==> src/hw/rtl/vsp_pkg.sv <==
// vsp_pkg: shared types, constants and saturation helpers for the vertex
// screen projection block. No dependencies; every other file imports it.
package vsp_pkg;

  // Fixed field widths.
  localparam int CW    = 32;  // coordinate width
  localparam int FOCW  = 31;  // focal_scale
  localparam int OSW   = 32;  // ortho_scale
  localparam int ASPW  = 31;  // aspect_ratio
  localparam int HALFW = 29;  // half_width / half_height
  localparam int CFG_IDX_W  = 3;
  localparam int CFG_DATA_W = 32;

  localparam int FRAC_BITS_DEF = 16;
  localparam int QUEUE_DEPTH   = 4;
  localparam int DIG           = 16;  // multiplier digit width
  localparam int PW            = 64;  // rounded product width
  localparam int WW            = 66;  // width of the final sums

  // Register indexes.
  localparam logic [CFG_IDX_W-1:0] CFG_MODE   = 3'd0;
  localparam logic [CFG_IDX_W-1:0] CFG_FOCAL  = 3'd1;
  localparam logic [CFG_IDX_W-1:0] CFG_OSCALE = 3'd2;
  localparam logic [CFG_IDX_W-1:0] CFG_ASPECT = 3'd3;
  localparam logic [CFG_IDX_W-1:0] CFG_HWIDTH = 3'd4;
  localparam logic [CFG_IDX_W-1:0] CFG_HHEIGHT = 3'd5;

  localparam logic signed [WW-1:0] C_MAX = signed'(WW'({1'b0, {(CW-1){1'b1}}}));
  localparam logic signed [WW-1:0] C_MIN = -C_MAX - WW'(1);

  typedef struct packed {
    logic signed [CW-1:0] vx;
    logic signed [CW-1:0] vy;
    logic signed [CW-1:0] vz;
  } vsp_in_t;

  typedef struct packed {
    logic signed [CW-1:0] screen_x;
    logic signed [CW-1:0] screen_y;
    logic signed [CW-1:0] depth_out;
    logic                 zero_depth;
    logic                 saturated;
  } vsp_out_t;

  typedef struct packed {
    logic                    mode;
    logic [FOCW-1:0]         focal;
    logic signed [OSW-1:0]   oscale;
    logic [ASPW-1:0]         aspect;
    logic [HALFW-1:0]        half_width;
    logic [HALFW-1:0]        half_height;
  } vsp_cfg_t;

  // Classified request: flags plus sign/magnitude of each coordinate.
  typedef struct packed {
    logic                 persp;
    logic                 zero;
    logic                 square;
    logic                 x_neg;
    logic                 y_neg;
    logic                 z_neg;
    logic [CW-1:0]        x_mag;
    logic [CW-1:0]        y_mag;
    logic [CW-1:0]        z_mag;
    logic signed [CW-1:0] vy;
  } vsp_ent_t;

  typedef struct packed {
    logic     valid;
    vsp_ent_t ent;
  } vsp_tok_t;

  function automatic logic [CW-1:0] clamp_coord(input logic signed [WW-1:0] v);
    if (v > C_MAX) return C_MAX[CW-1:0];
    else if (v < C_MIN) return C_MIN[CW-1:0];
    else return v[CW-1:0];
  endfunction

  function automatic logic out_of_range(input logic signed [WW-1:0] v);
    return (v > C_MAX) || (v < C_MIN);
  endfunction

endpackage

==> src/hw/rtl/vsp_queue.sv <==
// vsp_queue: small FIFO of classified requests between front and back.
// Depends on vsp_pkg.
module vsp_queue #(
  parameter int DEPTH = vsp_pkg::QUEUE_DEPTH
) (
  input  logic              clk,
  input  logic              rst_n,
  input  logic              push,
  input  vsp_pkg::vsp_ent_t wdata,
  output logic              full,
  input  logic              pop,
  output vsp_pkg::vsp_ent_t rdata,
  output logic              nonempty
);
  import vsp_pkg::*;

  localparam int AW = (DEPTH > 1) ? $clog2(DEPTH) : 1;

  vsp_ent_t          mem [DEPTH];
  logic [AW-1:0]     wr_r, rd_r;
  logic [AW:0]       cnt_r;

  assign full     = (cnt_r == (AW+1)'(DEPTH));
  assign nonempty = (cnt_r != '0);
  assign rdata    = mem[rd_r];

  always_ff @(posedge clk) begin
    if (push) mem[wr_r] <= wdata;
  end

  always_ff @(posedge clk) begin
    if (!rst_n) begin
      wr_r  <= '0;
      rd_r  <= '0;
      cnt_r <= '0;
    end else begin
      if (push) wr_r <= (wr_r == AW'(DEPTH-1)) ? '0 : wr_r + AW'(1);
      if (pop)  rd_r <= (rd_r == AW'(DEPTH-1)) ? '0 : rd_r + AW'(1);
      case ({push, pop})
        2'b10:   cnt_r <= cnt_r + (AW+1)'(1);
        2'b01:   cnt_r <= cnt_r - (AW+1)'(1);
        default: cnt_r <= cnt_r;
      endcase
    end
  end

endmodule

==> config.mk <==
export PLATFORM = sky130hd
export DESIGN_NAME = vsp_queue
export DESIGN_NICKNAME = d
export VERILOG_FILES = /design/src/hw/rtl/vsp_pkg.sv /design/src/hw/rtl/vsp_queue.sv
export SDC_FILE = /design/constraint.sdc
export NUM_CORES = 1
export LEC_CHECK = 0
export ABC_AREA = 1
export BUFFER_PORTS_ARGS = -buffer_cell sky130_fd_sc_hd__buf_2
export CAP_MARGIN = 20
export CORE_MARGIN = 3
export CORE_UTILIZATION = 44
export DETAILED_ROUTE_END_ITERATION = 7
export PLACE_DENSITY = 0.7
export SLEW_MARGIN = 20
export SYNTH_ARGS = -nofsm -noshare
export SYNTH_HDL_FRONTEND = slang
export SYNTH_SLANG_ARGS = --single-unit
==> constraint.sdc <==
create_clock -name clk -period 4.2 [get_ports clk]
set_clock_uncertainty 0.1 [all_clocks]
set_input_delay 0.42 -clock clk [delete_from_list [all_inputs] [get_ports clk]]
set_output_delay 0.42 -clock clk [all_outputs]
set_load 0.03 [all_outputs]
* Word-level counts from Yosys, hierarchy flattened *
Memories as Yosys holds them, arrays and structs flattened. A register that Yosys moved wholly into a read port is not among the register bits.
Cells that the tools add are included.

storage, ports and cells
  register bits after elaboration = 7
  RAM bits = 536
  input port bits = 138
  output and inout port bits = 136
  word-level logic and storage cells = 22
  memories kept = 1

cells by class
  $add $sub $neg = 4
  equality and inequality tests = 5
  muxes and demuxes = 7
  reduce and logical (&&, ||, !) cells = 2

memory list
  memory  words  width  rd ports  clocked after Yosys merged registers in  wr ports  RTL line         text
  mem     4      134    1         1                                        1         vsp_queue.sv:19  vsp_ent_t mem [DEPTH];

operators by type and width
  kind                                                 count
  2-to-1 mux 2 bit                                     4
  equality test 2 bit, second input constant           3
  one-hot mux 3 bit (2 select lines)                   1
  adder 2 x 1 -> 2 bit, second input constant          2
  adder 3 x 1 -> 3 bit, second input constant          1
  equality test 3 bit, second input constant           1
  nonzero test 3 bit                                   1
  subtractor 3 x 1 -> 3 bit, second input constant     1
  equality test 2 x 1 -> 1 bit, second input constant  1
  2-to-1 mux 1 bit                                     2
  nonzero test 2 bit                                   1

* Depth between registers and ports, before layout *
  depth after elaboration = 4
  depth in mapped cells = 10
  mapped depth without buffers = 10

* Least setup slack after synthesis *
No wires, ideal clock.

  kind = register to register
  from = reg wr_r[0]
  to = mem mem[3][0] (netlist bit) (enable)
  arrival time = 3171 ps
  setup slack = 442 ps
  stages on the path, launching flop included = 4
  path buffers = 0
  period minus slack after synthesis = 3758 ps
  path through = dfxtp_1 -> ha_1 -> nand2_1 -> inv_1

RTL lines
  what                    RTL line         text
  start, declared         vsp_queue.sv:20  logic [AW-1:0] wr_r, rd_r;
  start signal, assigned  vsp_queue.sv:37  if (push) wr_r <= (wr_r == AW'(DEPTH-1)) ? '0 : wr_r + AW'(1);
  end, declared           vsp_queue.sv:19

No word-level cell before the write port.

==> results_dict.tcl <==
set metrics [dict create \
    grt_antenna_before_repair 3 \
    start_kind "flip-flop" \
    synthXorXnorAreaFrac_pct 0 \
    place_congestion 0.736 \
    relSlewSlack_pct 42.9 \
    grtUsageMet1_pct 24.0 \
    status "finished clean" \
    fill_cells 3578 \
    critical-path-max-stage-delay_ns 0.73 \
    start_util_pct 44.7 \
    drc_errors 0 \
    yosys.area_share.simple_pct 5.33 \
    avgSynthCellArea_um2 15.0 \
    finalNetCount 1894 \
    wirelength_um 46100 \
    via_per_inst 5.35 \
    grt_use_met2_pct 31.0 \
    synth.distinct_cells 22 \
    drt-pass1-iter-count 4 \
    arrival_ns 2.70 \
    p_switching_w 0.00305 \
    die_w_um 221 \
    clk_pin_slew_ns 0.06 \
    syn_to_final_growth_pct 23.7 \
    cts_made_buffers 53 \
    vias 12800 \
    min_period_over_period_pct 76.7 \
    wire_per_inst_um 19.3 \
    drtIter0Drc 1033 \
    combinationalPowerShare_pct 12.4 \
    tightest_slew_ns 0.856 \
    critPathKind "flip-flop to output pin" \
    netlist_area_um2 20400 \
    clkLatencyLatePin_ns 0.58 \
    layout_commonest_cell "edfxtp_1" \
    grt_max_degree 153 \
    switching_share_pct 24.5 \
    grtUsageTotal_pct 18.5 \
    dieArea_um2 48900 \
    portBuffers 273 \
    fin_crit_ns 3.22 \
    ff_latch_area_um2 16300 \
    finalMaxSlewViolations 0 \
    root_buffer "clkbuf_16" \
    grt_use_met3_pct 4.44 \
    max_freq_ghz 0.310 \
    ctsHtreeMaxLevel 2 \
    seq_power_share_pct 50.4 \
    cts_sinks 545 \
    multi_input_area_um2 3410 \
    clockBufferDepth 3 \
    min_path_type "input port to flip-flop" \
    crit_path_top_delay_cell "buf_4" \
    cts_resized 0 \
    seq_area_frac_synth_pct 79.9 \
    synth_mux_area_share_pct 0 \
    setup_viol 0 \
    synth_compound_gate_area_share_pct 10.9 \
    rows 78 \
    die_h_um 221 \
    ys_ff_latch 545 \
    ys.warnings.count 0 \
    mostFrequentLayoutCells "edfxtp_1, nor2_1, buf_2, o21ai_0, dlygate4sd3_1" \
    ios 274 \
    p_per_area_nw_per_um2 494 \
    grt_pass1_vias 12900 \
    grt_pass1_wl_um 72000 \
    tns_ns 0 \
    p_clk_share_pct 37.2 \
    cap_violations 0 \
    syn-num-nets 1501 \
    power_leakage_nw 8.83 \
    path_cells "buf_4, o21ai_0, o22ai_1, buf_2" \
    total_power_w 0.0125 \
    internal_power_w 0.00940 \
    cp-end-kind "output pin" \
    cts_tree "done" \
    ir_drop_uv 373 \
    cp_data_required_time_ns 3.68 \
    drive_gt1_share_pct 20.7 \
    rsz0062_at_grt "no" \
    min_from "pop" \
    synth_fa_ha_area_share_pct 0.467 \
    synth_top_family_by_area "compound AO/OA/AOI/OAI gates" \
    r2r-start "wr_r[0]$_SDFFE_PN0P_" \
    ant_nets 0 \
    grt-ovfl-total 0 \
    finalHoldViolCount 0 \
    path_max_fanout 83 \
    coreArea_um2 45600 \
    busiest_layer "met2" \
    synthCells 1356 \
    place.detailed.hpwl_um 24400 \
]
[per-layer routing]
metal / vias to the layer above / part of all wire [%]
met5: - / 0.059
met4: 4 / 1.9
met3: 63 / 7.4
met2: 438 / 49
met1: 6362 / 41
li1: 5919 / -
[synthesized netlist by cell type, drive strengths merged]
library cell	n	area (um^2)
a21oi	5	25.0
buf	45	439
clkbuf	43	161
clkinv	1	8.76
dfxtp	9	180
edfxtp	536	16100
fa	1	20.0
ha	6	75.1
inv	17	71.3
nand2	8	30.0
nand3	2	10.0
nand4	1	6.26
nor2	273	1020
nor3	3	15.0
o21ai	272	1360
o22ai	134	838
[final timing paths]
| check | to | slack [ns] | cells after the start |
|---|---|---|---|
| setup / recovery | rdata[131] | 0.98 | 4 |
| hold reg to reg | flip-flop | 0.44 | 2 |
| hold / removal | rd_r[1]$_SDFFE_PN0P_ | 0.11 | 3 |
| setup reg to reg | mem[3][79]$_DFFE_PP_ | 2.03 | 4 |
[sequential cells by signal, summed over array words and instances, names as in the netlist, named ones only]
| signal | flops |
|---|---|
| cnt_r | 3 |
| mem | 536 |
| rd_r | 2 |
| wr_r | 2 |
[critical path: cells and delay by family, from the launching register on]
kind / cells / cell delay, ns
buffers and inverters: 2 / 0.97
AOI/OAI and AO/OA: 2 / 0.48
DFF: 1 / 0.61
[logic make-up after synthesis]
family,after synthesis
AO/OA/AOI/OAI,411
adder cells (fa/ha/maj),7
AND/OR/NAND/NOR,287
flip-flops,545
buffers and inverters,106
[through the flow]
stage               std cells  area [um^2]  setup slack (ns)  hold slack, ns  util, %
finish                   2392        25200             0.978           0.106     55.3
global route             2392        25200             0.761           0.121     55.3
CTS                      2391        25200             0.931          0.0487     55.3
detailed placement       2159        22100              1.58           0.428     48.6
global placement         2159        22100              1.66           0.415     48.6
floorplan                1356        20400             0.442           0.390        -
[what timing repair did]
action / CTS / global route
hold buffers: 135 / 0
hold endpoints to repair: 537 / 0
setup buffers: 0 / 0
[power by group through the flow]
stage	combinational (W)	clock, W	sequential, W
floorplan	0.000958	0	0.00640
global placement	0.00141	0	0.00638
detailed placement	0.00144	0	0.00639
CTS	0.00155	0.00473	0.00628
global route	0.00167	0.00497	0.00629
finish	0.00154	0.00463	0.00628
[final cells by class]
type	count	area share [%]
timing repair buffer	426	11.7
multi-input combinational	705	13.5
sequential	545	64.6
inverter	18	0.397
tap	600	2.98
antenna	1	0.00993
clock inverter	25	0.979
clock buffer	72	5.80
No activity file was read; power rests on OpenSTA's default activity.
