**config.mk**
```make
export PLATFORM = sky130hd
export DESIGN_NAME = vsp_front
export DESIGN_NICKNAME = d
export VERILOG_FILES = /design/src/hw/rtl/vsp_pkg.sv /design/src/hw/rtl/vsp_front.sv
export SDC_FILE = /design/constraint.sdc
export NUM_CORES = 1
export LEC_CHECK = 0
export CORE_AREA = 2 2 153 155
export DETAILED_ROUTE_END_ITERATION = 10
export DIE_AREA = 0 0 155 157
export DONT_BUFFER_PORTS = 1
export GPL_ROUTABILITY_DRIVEN = 0
export PLACE_DENSITY = 0.45
export SLEW_MARGIN = 40
export SYNTH_ARGS = -nofsm -noshare
export SYNTH_HDL_FRONTEND = slang
export SYNTH_SLANG_ARGS = --single-unit
```
**constraint.sdc**
```tcl
create_clock -name clk -period 21.3 [get_ports clk]
set_input_delay 3.195 -clock clk [delete_from_list [all_inputs] [get_ports clk]]
set_output_delay 3.195 -clock clk [all_outputs]
set_load 0.1 [all_outputs]
```
**src/hw/rtl/vsp_pkg.sv**
```systemverilog
// vsp_pkg: shared types, constants and saturation helpers for the vertex
// screen projection block. No dependencies; every other file imports it.
package vsp_pkg;

  // Fixed field widths.
  localparam int CW    = 32;  // coordinate width
  localparam int FOCW  = 31;  // focal_scale
  localparam int OSW   = 32;  // ortho_scale
  localparam int ASPW  = 31;  // aspect_ratio
  localparam int HALFW = 29;  // half_width / half_height
  localparam int CFG_IDX_W  = 3;
  localparam int CFG_DATA_W = 32;

  localparam int FRAC_BITS_DEF = 16;
  localparam int QUEUE_DEPTH   = 4;
  localparam int DIG           = 16;  // multiplier digit width
  localparam int PW            = 64;  // rounded product width
  localparam int WW            = 66;  // width of the final sums

  // Register indexes.
  localparam logic [CFG_IDX_W-1:0] CFG_MODE   = 3'd0;
  localparam logic [CFG_IDX_W-1:0] CFG_FOCAL  = 3'd1;
  localparam logic [CFG_IDX_W-1:0] CFG_OSCALE = 3'd2;
  localparam logic [CFG_IDX_W-1:0] CFG_ASPECT = 3'd3;
  localparam logic [CFG_IDX_W-1:0] CFG_HWIDTH = 3'd4;
  localparam logic [CFG_IDX_W-1:0] CFG_HHEIGHT = 3'd5;

  localparam logic signed [WW-1:0] C_MAX = signed'(WW'({1'b0, {(CW-1){1'b1}}}));
  localparam logic signed [WW-1:0] C_MIN = -C_MAX - WW'(1);

  typedef struct packed {
    logic signed [CW-1:0] vx;
    logic signed [CW-1:0] vy;
    logic signed [CW-1:0] vz;
  } vsp_in_t;

  typedef struct packed {
    logic signed [CW-1:0] screen_x;
    logic signed [CW-1:0] screen_y;
    logic signed [CW-1:0] depth_out;
    logic                 zero_depth;
    logic                 saturated;
  } vsp_out_t;

  typedef struct packed {
    logic                    mode;
    logic [FOCW-1:0]         focal;
    logic signed [OSW-1:0]   oscale;
    logic [ASPW-1:0]         aspect;
    logic [HALFW-1:0]        half_width;
    logic [HALFW-1:0]        half_height;
  } vsp_cfg_t;

  // Classified request: flags plus sign/magnitude of each coordinate.
  typedef struct packed {
    logic                 persp;
    logic                 zero;
    logic                 square;
    logic                 x_neg;
    logic                 y_neg;
    logic                 z_neg;
    logic [CW-1:0]        x_mag;
    logic [CW-1:0]        y_mag;
    logic [CW-1:0]        z_mag;
    logic signed [CW-1:0] vy;
  } vsp_ent_t;

  typedef struct packed {
    logic     valid;
    vsp_ent_t ent;
  } vsp_tok_t;

  function automatic logic [CW-1:0] clamp_coord(input logic signed [WW-1:0] v);
    if (v > C_MAX) return C_MAX[CW-1:0];
    else if (v < C_MIN) return C_MIN[CW-1:0];
    else return v[CW-1:0];
  endfunction

  function automatic logic out_of_range(input logic signed [WW-1:0] v);
    return (v > C_MAX) || (v < C_MIN);
  endfunction

endpackage

```
**src/hw/rtl/vsp_front.sv**
```systemverilog
// vsp_front: input staging register and request classification.
// Depends on vsp_pkg.
module vsp_front (
  input  logic              clk,
  input  logic              rst_n,
  input  vsp_pkg::vsp_cfg_t cfg,
  input  logic              in_valid,
  output logic              in_stall,
  input  vsp_pkg::vsp_in_t  in_data,
  input  logic              q_full,
  output logic              q_push,
  output vsp_pkg::vsp_ent_t q_wdata,
  input  logic [4:0]        frac_sh
);
  import vsp_pkg::*;

  logic     valid_r;
  vsp_ent_t ent_r;
  vsp_ent_t ent_nxt;
  logic     accept;

  assign q_push   = valid_r && !q_full;
  assign in_stall = valid_r && q_full;
  assign accept   = in_valid && !in_stall;
  assign q_wdata  = ent_r;

  always_comb begin
    ent_nxt.persp  = cfg.mode;
    ent_nxt.zero   = cfg.mode && (in_data.vy == '0);
    ent_nxt.square = (cfg.aspect == (ASPW'(1) << frac_sh));
    ent_nxt.x_neg  = in_data.vx[CW-1];
    ent_nxt.y_neg  = in_data.vy[CW-1];
    ent_nxt.z_neg  = in_data.vz[CW-1];
    ent_nxt.x_mag  = in_data.vx[CW-1] ? CW'(-in_data.vx) : CW'(in_data.vx);
    ent_nxt.y_mag  = in_data.vy[CW-1] ? CW'(-in_data.vy) : CW'(in_data.vy);
    ent_nxt.z_mag  = in_data.vz[CW-1] ? CW'(-in_data.vz) : CW'(in_data.vz);
    ent_nxt.vy     = in_data.vy;
  end

  always_ff @(posedge clk) begin
    if (!rst_n) begin
      valid_r <= 1'b0;
    end else if (accept) begin
      valid_r <= 1'b1;
      ent_r   <= ent_nxt;
    end else if (q_push) begin
      valid_r <= 1'b0;
    end
  end

endmodule

```
# Word-level counts from Yosys, hierarchy flattened
# Index checks and enable logic that the tools add are counted.
# Widths: inputs -> output; s select.
# classes
addsub,3
n_eq_ne,1
shifts,1
muxes,5
reduce_logical,9
# ops
operator,n
$neg 32->32,3
$mux 31,3
$logic_not 32->1,1
$eq 31x31->1,1
$shl 1x5->31 const A,1
$logic_and 1x1->1,4
$logic_not 1->1,2
$mux 1,2
$reduce_and 2->1,1
$reduce_bool 2->1,1
# word_totals
register_bits,135
in_bits,258
output_inout_bits,136
word_cells,33

# Depth between registers and ports, before layout
# Gate-level depths: netlist (run 1).
# logic_depth
word_depth,4
ltp_mapped,8
depth_no_buf,7

# Worst setup path after synthesis (run 1)
# OpenSTA, ideal clock, no wires.
# synth_timing
kind,input port to flip-flop
startpoint,in q_full
endpoint,reg ent_r (netlist bit q_wdata[100]) (enable)
setup_time_ns,0.629
arrival_ns,9.374
required_ns,20.671
slack_ns,11.297
path_stages,2
path_buffers,0
cell_sequence,and2_1 nor2_1
# synth_between
elab_chain_len,4
# synth_rtl
item,line_no,rtl
from (decl),vsp_front.sv:10,"input logic q_full,"
$logic_and 1x1->1,vsp_front.sv:23,assign in_stall = valid_r && q_full;
$logic_not 1->1,vsp_front.sv:24,assign accept = in_valid && !in_stall;
$logic_and 1x1->1,vsp_front.sv:24,
$reduce_and 2->1 (no source line),n/a,
to (signal assigned),vsp_front.sv:45,ent_r <= ent_nxt;
to (decl),vsp_front.sv:18,vsp_ent_t ent_r;
# No other way between the ends.
# A chain may end at the register's enable or synchronous reset.

# Worst setup path after layout (run 1)
# layout_timing
startpoint,in q_full
endpoint,out in_stall
# layout_between
elab_chain_len,1
# layout_rtl
item,line_no,rtl
$logic_and 1x1->1,vsp_front.sv:23,
to (decl),vsp_front.sv:8,"output logic in_stall,"
# No other way between the ends.

==> results.md, run 1 <==
* Final Cycle Share at 0.3238
* WP data required at 18110 ps
* Worst-Margin Slew at 908.2 ps
* Number of remaining DRC errors at 0
* Cells along the critical path: and2_2
* Cells after Synth at 560
* Synth Flop Type: edfxtp_1
* Placed Area at 0.009019 mm^2
* Nature of the critical path endpoint: primary output
* CP top delay family: simple AND/OR/NAND/NOR gates
* Worst skew pair latency at 420 ps
* NetSw at 0.2526 mW
* Maximum number of pins on one net before global-route repair at 133
* P_int at 0.5188 mW
* PwrDens at 78.83 mW/mm^2
* Post-DRT Antenna Nets at 0
* Mapped Area at 0.006729 mm^2
* Peak Freq at 0.1450 GHz
* # rows at 55
* RSZ-0062 raised after global routing: false
* Final Hold Fails at 0
* Seq/Total Area, Yosys at 0.5920
* Detailed Place HPWL at 13890 um
* H-Tree Depth at 4
* Overall power at 0.7714 mW
* CP Launch Type: input pin
* Vias per cell at 5.199
* Status: complete, no violations
* Slew headroom at 0.3958
* Mapped Nets at 821
* EDFF count, synth at 132
* First-pass GRT wire length at 28490 um
* Post-CTS setup buffers at 0
* CP max-delay cell: and2_2
* Tot GR Track Use at 0.1513
* Longest Clk Path Bufs at 2
* Initial antenna violation count at 0
* Area grow syn2layout at 45.43%
* Synth unique cells at 52
* Starting Density at 0.2990
* Crit Path Category: input pin to primary output
* Max IR drop VDD at 0.04345 mV
* Tmin final at 6897 ps
* CTS tree: done
* DRT Wirelength at 18560 um
* Design area at 0.009786 mm^2
* Clock transition at the registers of the reported paths at 70 ps
* Clk sinks at 133
* Nets at 906
* Vias in the first global route at 4977
* Max-Cap Viols at 0
* Final Setup Violations at 0
* Clock power frac at 0.363
* CTS Buf Count at 17
* 1st-pass router iterations at 7
* Fin Setup TNS at 0 ps
* Gate power share at 0.185
* Crit path buf inv count at 0
* Ys async rst share at 0
* Cts repair resizes at 0
* Worst-path maximum fanout at 3
* Final clock skew at 15.18 ps
* Sequential power share at 0.452
* Die X at 155 um
* Switching Fraction at 0.3275
* Worst Hold Class: register to register
* # diodes at 0
* #FFs+latches synth at 133
* Max-slew violations at 0
* Post-CTS Hold Buffers at 0
* Pleak at 3.268 nW
* Drt wl/cell at 19.68 um
* I/O Buffers at 0
* DR vias at 4903
* # IOs at 394
* Worst endpoint data arrival time at 3700 ps
* Crit path largest cell delay at 500 ps
* Share of cells above drive strength 1 at 0.2067
* Die ar. at 0.02434 mm^2
* Root Buffer: clkbuf_16
* Iteration-0 DRC count of the detailed router at 227
* Yosys Warn Count at 0
* Syn Area/Cell at 12.02 um^2
* Total grt overflow at 0
* Die Y at 157 um
* Core area at 0.02250 mm^2
sequential cells by signal, summed over array words and instances (netlist names):
signal	count
q_wdata	132
valid_r	1
logic make-up (layout without fill, tap and decap cells):
kind of cell               after synthesis  count (layout)  synth area share
and+or+nand+nor                        183             183            0.1480
DFF                                    133             133            0.5920
buffers and inverters                   34             132           0.02008
adders and majority gates                3               3          0.005579
AOI/OAI and AO/OA                      113             113            0.1112
muxes                                    3               3          0.004649
xor gates and xnor gates                91              91            0.1184
cells in the final DEF (no fill, tap or decap), types with 3 or more instances in the layout:
cell,synthesis,layout
buf_8,0,15
inv_8,0,4
inv_1,12,12
o41ai_1,9,9
or4_1,8,8
a21oi_1,6,6
nor3b_1,5,5
buf_16,0,65
nor2b_1,4,3
nand3b_1,6,6
a31oi_1,3,3
a21o_1,3,3
o31ai_1,30,30
or2_2,5,5
nand2b_1,7,7
clkinvlp_4,0,4
ha_1,3,3
or3_1,10,10
nand2_1,47,47
nand4b_1,4,4
nand3_1,10,10
nand4_1,8,8
edfxtp_1,132,132
xnor2_1,90,90
nor3_1,13,13
o21ai_0,47,47
nor4b_1,3,3
nor2_1,32,31
clkbuf_16,0,24
inv_6,0,6
nor4_1,11,10
synth_stat cells, types with 6 or more instances:
cell / number / area, um^2
a21oi_1: 6 / 30.03
clkbuf_1: 16 / 60.06
edfxtp_1: 132 / 3964
inv_1: 12 / 45.04
nand2_1: 47 / 176.4
nand2b_1: 7 / 43.79
nand3_1: 10 / 50.05
nand3b_1: 6 / 45.04
nand4_1: 8 / 50.05
nor2_1: 32 / 120.1
nor3_1: 13 / 65.06
nor4_1: 11 / 68.82
o21ai_0: 47 / 235.2
o31ai_1: 30 / 225.2
o41ai_1: 9 / 78.83
or3_1: 10 / 62.56
or4_1: 8 / 60.06
xnor2_1: 90 / 788.3
path summary, 6_finish.rpt:
path,slack (ps),cells past startpoint,end,start
setup / recovery,14400,1,in_stall,q_full
hold reg to reg,980,2,valid_r$_SDFFE_PN0P_,valid_r$_SDFFE_PN0P_
setup reg to reg,19400,3,q_wdata[42]$_DFFE_PP_,valid_r$_SDFFE_PN0P_
hold / removal,980,2,valid_r$_SDFFE_PN0P_,valid_r$_SDFFE_PN0P_
power by group through the flow:
| stage | Clock (mW) | Combinational (mW) | Sequential (mW) |
|---|---|---|---|
| 2_1_floorplan | 0 | 0.0409 | 0.407 |
| 6_report | 0.280 | 0.142 | 0.349 |
| 4_1_cts | 0.291 | 0.134 | 0.354 |
| 3_5_place_dp | 0 | 0.134 | 0.360 |
| 3_3_place_gp | 0 | 0.0442 | 0.408 |
| 5_1_grt | 0.302 | 0.149 | 0.350 |
final cells by class:
class,count,area [um^2]
multi-input cells,393,2633
inverters,12,45.04
repair buffers,88,2210
clock buffers,17,425.4
clock inverters,15,132.6
flip-flops and latches,133,3984
fillers,1973,12720
well taps,285,356.6
worst min-delay path: stages, from the launching register on:
cell,delay (ps)
dfxtp_1,310
and2_2,370
o21a_1,260
metrics by stage:
stage / hold slack (ps) / utilization / cells / worst slack (ps)
after global placement: 1175 / 0.3147 / 826 / 14080
after global routing: 1016 / 0.4349 / 943 / 14400
after CTS: 984.0 / 0.4256 / 935 / 14400
after floorplan: 1128 / - / 560 / 11300
final: 983.6 / 0.4349 / 943 / 14400
after detailed placement: 969.9 / 0.4008 / 903 / 14400
layer usage:
| layer | routed length, um | share of wire | GRT usage | vias to the layer above |
|---|---|---|---|---|
| met2 | 8845 | 0.48 | 0.2451 | 257 |
| met3 | 1951 | 0.11 | 0.06278 | 15 |
| met4 | 238 | 0.013 | 0.04938 | 0 |
| li1 | - | - | - | 2295 |
| met5 | 0 | 0 | 0 | - |
| met1 | 7519 | 0.41 | 0.1832 | 2336 |
No activity file was read; power rests on OpenSTA's default activity.
==> run 2: changes to the inputs <==
Settings changed: PLACE_DENSITY 0.45 to 0.47.
Clock period 21.3 ns to 5.57 ns, I/O delays scaled along.
==> run 2 against run 1 <==
Power rose to 3.8 times the previous value. Wire length down 0.16%. Setup slack worse by 12000 ps. First-iteration DRC count up 28%. Worst hold slack worse by 470 ps. Largest cell class unchanged.
==> results.md, run 2 (same netlist as run 1, synthesis figures left out) <==
* Iteration-0 DRC count of the detailed router at 291 (was 227)
* RSZ-0062 raised after global routing: false (unchanged)
* Root Buffer: clkbuf_16 (unchanged)
* P_int at 1.982 mW (was 0.5188 mW)
* Clock power frac at 0.364 (was 0.363)
* Setup slack after layout at 2727 ps (was 14400 ps)
* Initial antenna violation count at 0 (unchanged)
* # IOs at 394 (unchanged)
* Longest Clk Path Bufs at 2 (unchanged)
* Drt wl/cell at 19.69 um (was 19.68 um)
* CP Launch Type: input pin (unchanged)
* Crit path largest cell delay at 550 ps (was 500 ps)
* Status: complete, no violations (unchanged)
* DRT Wirelength at 18530 um (was 18560 um)
* Max-slew violations at 0 (unchanged)
* Post-CTS setup buffers at 0 (unchanged)
* PwrDens at 302.2 mW/mm^2 (was 78.83 mW/mm^2)
* Max IR drop VDD at 0.1611 mV (was 0.04345 mV)
* CP max-delay cell: or4_1 (was and2_2)
* Post-CTS Hold Buffers at 0 (unchanged)
* Total grt overflow at 0 (unchanged)
* Overall power at 2.948 mW (was 0.7714 mW)
* # rows at 55 (unchanged)
* Final Cycle Share at 0.5104
* Most frequent cells in the layout: 132 x edfxtp_1, 90 x xnor2_1, 64 x buf_16 (was 132 x edfxtp_1, 90 x xnor2_1, 65 x buf_16)
* Detailed Place HPWL at 13930 um (was 13890 um)
* Multi-input logic area at 0.002639 mm^2 (was 0.002633 mm^2)
* CTS tree: done (unchanged)
* H-Tree Depth at 4 (unchanged)
* Slew headroom at 0.3921 (was 0.3958)
* Vias per cell at 5.248 (was 5.199)
* Cts repair resizes at 0 (unchanged)
* CP top delay family: simple AND/OR/NAND/NOR gates (unchanged)
* Cells along the critical path: or4_1 > or3_1 > nor4b_2 > nand3_1 > o31ai_1 > xnor2_1 (was and2_2)
* NetSw at 0.9657 mW (was 0.2526 mW)
* WHS at 510.2 ps (was 983.6 ps)
* First-pass GRT wire length at 27610 um (was 28490 um)
* Gate power share at 0.181 (was 0.185)
* Clock transition at the registers of the reported paths at 70 ps (about the same)
* Die ar. at 0.02434 mm^2 (unchanged)
* Post-DRT Antenna Nets at 0 (unchanged)
* Peak Freq at 0.3518 GHz
* Sequential power share at 0.454 (was 0.452)
* Fillcell total at 1982 (was 1973)
* Final clock skew at 16.51 ps (was 15.18 ps)
* Worst endpoint data arrival time at 3000 ps (was 3700 ps)
* Pleak at 3.248 nW (was 3.268 nW)
* Largest register FFs at 132 (unchanged)
* # diodes at 0 (unchanged)
* Worst Hold Class: input pin to register (was register to register)
* Vias in the first global route at 4860 (was 4977)
* Nature of the critical path endpoint: register (was primary output)
* Worst-path maximum fanout at 5 (was 3)
* I/O Buffers at 0 (unchanged)
* Most common library cell in the layout ignoring fill and taps: edfxtp_1 (unchanged)
* Nets at 904 (was 906)
* Final Setup Violations at 0 (unchanged)
* Crit path buf inv count at 0 (unchanged)
* Max-Cap Viols at 0 (unchanged)
* Worst skew pair latency at 410 ps (was 420 ps)
* Number of remaining DRC errors at 0 (unchanged)
* Area grow syn2layout at 44.96% (was 45.43%)
* CTS Buf Count at 17 (unchanged)
* Pre-CTS setup slack at 2274 ps (was 14400 ps)
* Starting Density at 0.2990 (unchanged)
* Share of cells above drive strength 1 at 0.2058 (was 0.2067)
* Worst-Margin Slew at 913.8 ps (was 908.2 ps)
* Switching Fraction at 0.3276 (was 0.3275)
* Tmin final at 2843 ps
* Die X at 155 um (unchanged)
* Clk sinks at 133 (unchanged)
* Die Y at 157 um (unchanged)
* WP data required at 5730 ps (was 18110 ps)
* Storage cell area at 0.003984 mm^2 (unchanged)
* DR vias at 4938 (was 4903)
* 1st-pass router iterations at 6 (was 7)
* Crit Path Category: input pin to register (was input pin to primary output)
* Fin Setup TNS at 0 ps (unchanged)
* Maximum number of pins on one net before global-route repair at 133 (unchanged)
* Core area at 0.02250 mm^2 (unchanged)
* Final Hold Fails at 0 (unchanged)
* Tot GR Track Use at 0.1468 (was 0.1513)
==> run 2: worst paths after layout <==
check | from | to | slack [ps] | cells past startpoint
max reg2reg | valid_r$_SDFFE_PN0P_ | q_wdata[57]$_DFFE_PP_ | 3660 | 3
min | in_data[41] | q_wdata[9]$_DFFE_PP_ | 510 | 0
max | in_data[45] | q_wdata[93]$_DFFE_PP_ | 2730 | 6
min reg2reg | valid_r$_SDFFE_PN0P_ | valid_r$_SDFFE_PN0P_ | 970 | 2
==> run 2: worst register-to-register path, cell delays in order, from the launching register on <==
cell and delay [ps]:
dfxtp_1 310, and2_2 370, nor2_4 200, buf_12 530
==> run 2: power groups by stage <==
stage / Sequential (mW) / Clock (mW) / Combinational (mW)
5_1_grt: 1.34 / 1.15 / 0.559
2_1_floorplan: 1.55 / 0 / 0.157
3_5_place_dp: 1.38 / 0 / 0.508
3_3_place_gp: 1.56 / 0 / 0.168
6_report: 1.34 / 1.07 / 0.535
4_1_cts: 1.36 / 1.11 / 0.508
==> run 2: metrics by stage <==
step                      area, um^2  instances    util
after floorplan                 6731        560       -
after global placement          7081        826  0.3147
after detailed placement        9004        902  0.4001
after CTS                       9567        934  0.4251
after global routing            9754        941  0.4335
final                           9754        941  0.4335
==> run 2: cell type report <==
type / count / share of cell area
repair buffers: 86 / 0.2222
clock inverters: 15 / 0.01411
clock buffers: 17 / 0.04361
well taps: 285 / 0.03656
multi-input cells: 393 / 0.2705
flip-flops and latches: 133 / 0.4084
inverters: 12 / 0.004618
==> run 2: metal layers <==
layer / part of all wire / global-route usage
met5: 0 / 0
met2: 0.49 / 0.2406
met1: 0.42 / 0.1793
met3: 0.081 / 0.05286
met4: 0.014 / 0.05115
==> run 3: changes to the inputs <==
Settings changed: ABC_AREA from default to 1, CORE_AREA 2 2 153 155 to 2 2 152 154, DIE_AREA 0 0 155 157 to 0 0 154 156, PLACE_DENSITY 0.47 to 0.51.
Clock period 5.57 ns to 2.54 ns, I/O delays scaled along.
==> run 3 against run 2 <==
Clock-buffer cell count stayed put. Cell area up 2.2%. Setup slack got worse by 1900 ps. Register-to-register slack got worse by 2700 ps. Clock power grew 130%. Non-clock buffer count fell by 4. Global-route usage rose by 2.1 points. Clock skew shrank 5.3 ps. Final cell count up 32%. Sequential share of layout area shrank 0.89 points. Wire length grew 10%. Utilization rose by 1.2 points. Critical path type is now register to primary output. Critical endpoint is now q_wdata[81].
==> results.md, run 3 <==
* Status: complete, no violations (unchanged)
* DR vias at 5908 (was 4938)
* Fillcell total at 2124 (was 1982)
* Worst-path maximum fanout at 1 (was 5)
* Total grt overflow at 0 (unchanged)
* Mapped Nets at 1118 (was 821)
* # rows at 55 (unchanged)
* Worst endpoint data arrival time at 1360 ps (was 3000 ps)
* Top-count cell post-synth: nand2_1 (was edfxtp_1)
* Top cell type by total area after synthesis: edfxtp_1 (unchanged)
* Design area at 0.009971 mm^2 (was 0.009754 mm^2)
* Synth Flop Type: edfxtp_1 (unchanged)
* #FFs+latches synth at 133 (unchanged)
* Die X at 154 um (was 155 um)
* Starting Density at 0.3363 (was 0.2990)
* Share of cells above drive strength 1 at 0.1415 (was 0.2058)
* Hold EP: q_wdata[30]$_DFFE_PP_ (was q_wdata[9]$_DFFE_PP_)
* Clock transition at the registers of the reported paths at 70 ps (about the same)
* Most common library cell in the layout ignoring fill and taps: nand2_1 (was edfxtp_1)
* Root Buffer: clkbuf_16 (unchanged)
* Vias in the first global route at 5720 (was 4860)
* Core area at 0.02237 mm^2 (was 0.02250 mm^2)
* Clk sinks at 133 (unchanged)
* Pre-CTS setup slack at 449.5 ps (was 2274 ps)
* Pleak at 4.190 nW (was 3.248 nW)
* CP Launch Type: register (was input pin)
* Initial antenna violation count at 0 (unchanged)
* R2R setup slack at 930 ps (was 3660 ps)
* Max-Cap Viols at 0 (unchanged)
* Synth unique cells at 35 (was 52)
* R2r startpoint: valid_r$_SDFFE_PN0P_ (unchanged)
* Tmin final at 1745 ps
* Final Hold Fails at 0 (unchanged)
* Area grow syn2layout at 32.55% (was 44.96%)
* CTS tree: done (unchanged)
* Post-CTS setup buffers at 0 (unchanged)
* Crit Path Category: register to primary output (was input pin to register)
* Cts repair resizes at 0 (unchanged)
* CTS Buf Count at 17 (unchanged)
* Post-CTS Hold Buffers at 0 (unchanged)
* Most frequent cells in the layout: 172 x nand2_1, 135 x inv_1, 132 x edfxtp_1 (was 132 x edfxtp_1, 90 x xnor2_1, 64 x buf_16)
* # IOs at 394 (unchanged)
* Critical R2R Capture: q_wdata[98]$_DFFE_PP_ (was q_wdata[57]$_DFFE_PP_)
* Number of remaining DRC errors at 0 (unchanged)
* Post-DRT Antenna Nets at 0 (unchanged)
* Seq/Total Area, Yosys at 0.5296 (was 0.5920)
* Detailed Place HPWL at 16080 um (was 13930 um)
* Final clock skew at 11.19 ps (was 16.51 ps)
* Worst R2R Path Depth at 4 (was 3)
* Final Setup Violations at 0 (unchanged)
* Worst skew pair latency at 420 ps (was 410 ps)
* Nets at 1202 (was 904)
* Yosys top cell area share at 0.5269 (was 0.5891)
* Yosys Warn Count at 0 (unchanged)
* Iteration-0 DRC count of the detailed router at 253 (was 291)
* WHS Path Cells at 0 (unchanged)
* Largest register FFs at 132 (unchanged)
* Slew headroom at 0.3988 (was 0.3921)
* Max-slew violations at 0 (unchanged)
* Overall power at 6.588 mW (was 2.948 mW)
* Tot GR Track Use at 0.1683 (was 0.1468)
* Maximum number of pins on one net before global-route repair at 43 (was 133)
* Peak Freq at 0.5729 GHz
* Placed Area at 0.009219 mm^2 (was 0.009004 mm^2)
* # diodes at 0 (unchanged)
* EDFF count, synth at 132 (unchanged)
* 1st-pass router iterations at 5 (was 6)
* Syn Area/Cell at 8.777 um^2 (was 12.02 um^2)
* Drt wl/cell at 16.44 um (was 19.69 um)
* WP data required at 2160 ps (was 5730 ps)
* H-Tree Depth at 4 (unchanged)
* I/O Buffers at 0 (unchanged)
* DRT Wirelength at 20370 um (was 18530 um)
* Max IR drop VDD at 0.4095 mV (was 0.1611 mV)
* Worst-Margin Slew at 903.7 ps (was 913.8 ps)
* RSZ-0062 raised after global routing: false (unchanged)
* Ys async rst share at 0 (unchanged)
* Nature of the critical path endpoint: primary output (was register)
* First-pass GRT wire length at 31530 um (was 27610 um)
* Vias per cell at 4.768 (was 5.248)
* Longest Clk Path Bufs at 2 (unchanged)
* Mapped Area at 0.007522 mm^2 (was 0.006729 mm^2)
* Synth top area cells: edfxtp_1 53%, nand2_1 8.6%, xor2_1 7.8% (was edfxtp_1 59%, xnor2_1 12%, o21ai_0 3.5%)
* PwrDens at 660.7 mW/mm^2 (was 302.2 mW/mm^2)
* Hold Startpoint: in_data[62] (was in_data[41])
* Die ar. at 0.02402 mm^2 (was 0.02434 mm^2)
* Cells after Synth at 857 (was 560)
* Post-synth top cells: 172 x nand2_1, 135 x inv_1, 132 x edfxtp_1 (was 132 x edfxtp_1, 90 x xnor2_1, 47 x nand2_1, 47 x o21ai_0, 32 x nor2_1)
* Final Cycle Share at 0.6872
* Die Y at 156 um (was 157 um)
* Worst Hold Class: input pin to register (unchanged)
* Setup slack after layout at 794.6 ps (was 2727 ps)
run 3: cell types whose count changed after synthesis, sizes merged, moves of 66 or more:
cell   before  now
inv        12  138
nand2      47  173
nor2       32  118
xnor2      90    9
nand3      10   76
xor2        1   67
run 3: area by class of cell:
| cell class | count | area, um^2 | area share |
|---|---|---|---|
| sequential | 133 | 3984 | 0.3995 |
| clock inverter | 15 | 176.4 | 0.01769 |
| timing repair buffer | 82 | 1562 | 0.1566 |
| multi-input combinational | 567 | 2942 | 0.2950 |
| clock buffer | 17 | 425.4 | 0.04267 |
| inverter | 140 | 525.5 | 0.05270 |
| tap | 285 | 356.6 | 0.03576 |
run 3: per-stage QoR:
stage	hold slack [ps]	utilization	cells	TNS [ps]
3_5_place_dp	480.1	0.4122	1201	0
5_1_grt	27.40	0.4458	1239	0
4_1_cts	32.03	0.4391	1233	0
2_1_floorplan	454.3	-	857	-269240
3_3_place_gp	464.6	0.3630	1156	0
6_report	55.26	0.4458	1239	0
run 3: power breakdown:
part           internal, mW  total, mW  switching (mW)
clock                  1.41       2.51            1.09
combinational         0.371       1.14           0.765
sequential             2.57       2.95           0.376
run 3: worst max-delay path by stage:
stage	from	end	slack, ps	cells past startpoint
2_1_floorplan	q_full	q_wdata[100]$_DFFE_PP_	-2040	3
3_3_place_gp	in_data[1]	q_wdata[56]$_DFFE_PP_	500	9
3_5_place_dp	in_data[1]	q_wdata[56]$_DFFE_PP_	450	9
4_1_cts	q_wdata[109]$_DFFE_PP_	q_wdata[109]	760	0
5_1_grt	in_data[65]	q_wdata[116]$_DFFE_PP_	700	9
6_report	q_wdata[81]$_DFFE_PP_	q_wdata[81]	790	0
run 3: cells by family (layout without fill, tap and decap cells):
group | after synthesis | in the layout | synth area share
adders and majority gates | 3 | 3 | 0.004991
AOI/OAI and AO/OA | 69 | 69 | 0.04973
buffers and inverters | 157 | 254 | 0.08117
and+or+nand+nor | 419 | 419 | 0.2460
DFF | 133 | 133 | 0.5296
xor gates and xnor gates | 76 | 76 | 0.08849
run 3: per-layer routing:
metal,up-vias,global-route usage,routed length (um)
met5,-,0,0
met4,0,0.04005,153
met3,11,0.05806,1623
met2,221,0.2767,9584
met1,2690,0.2139,9013
li1,2986,-,-
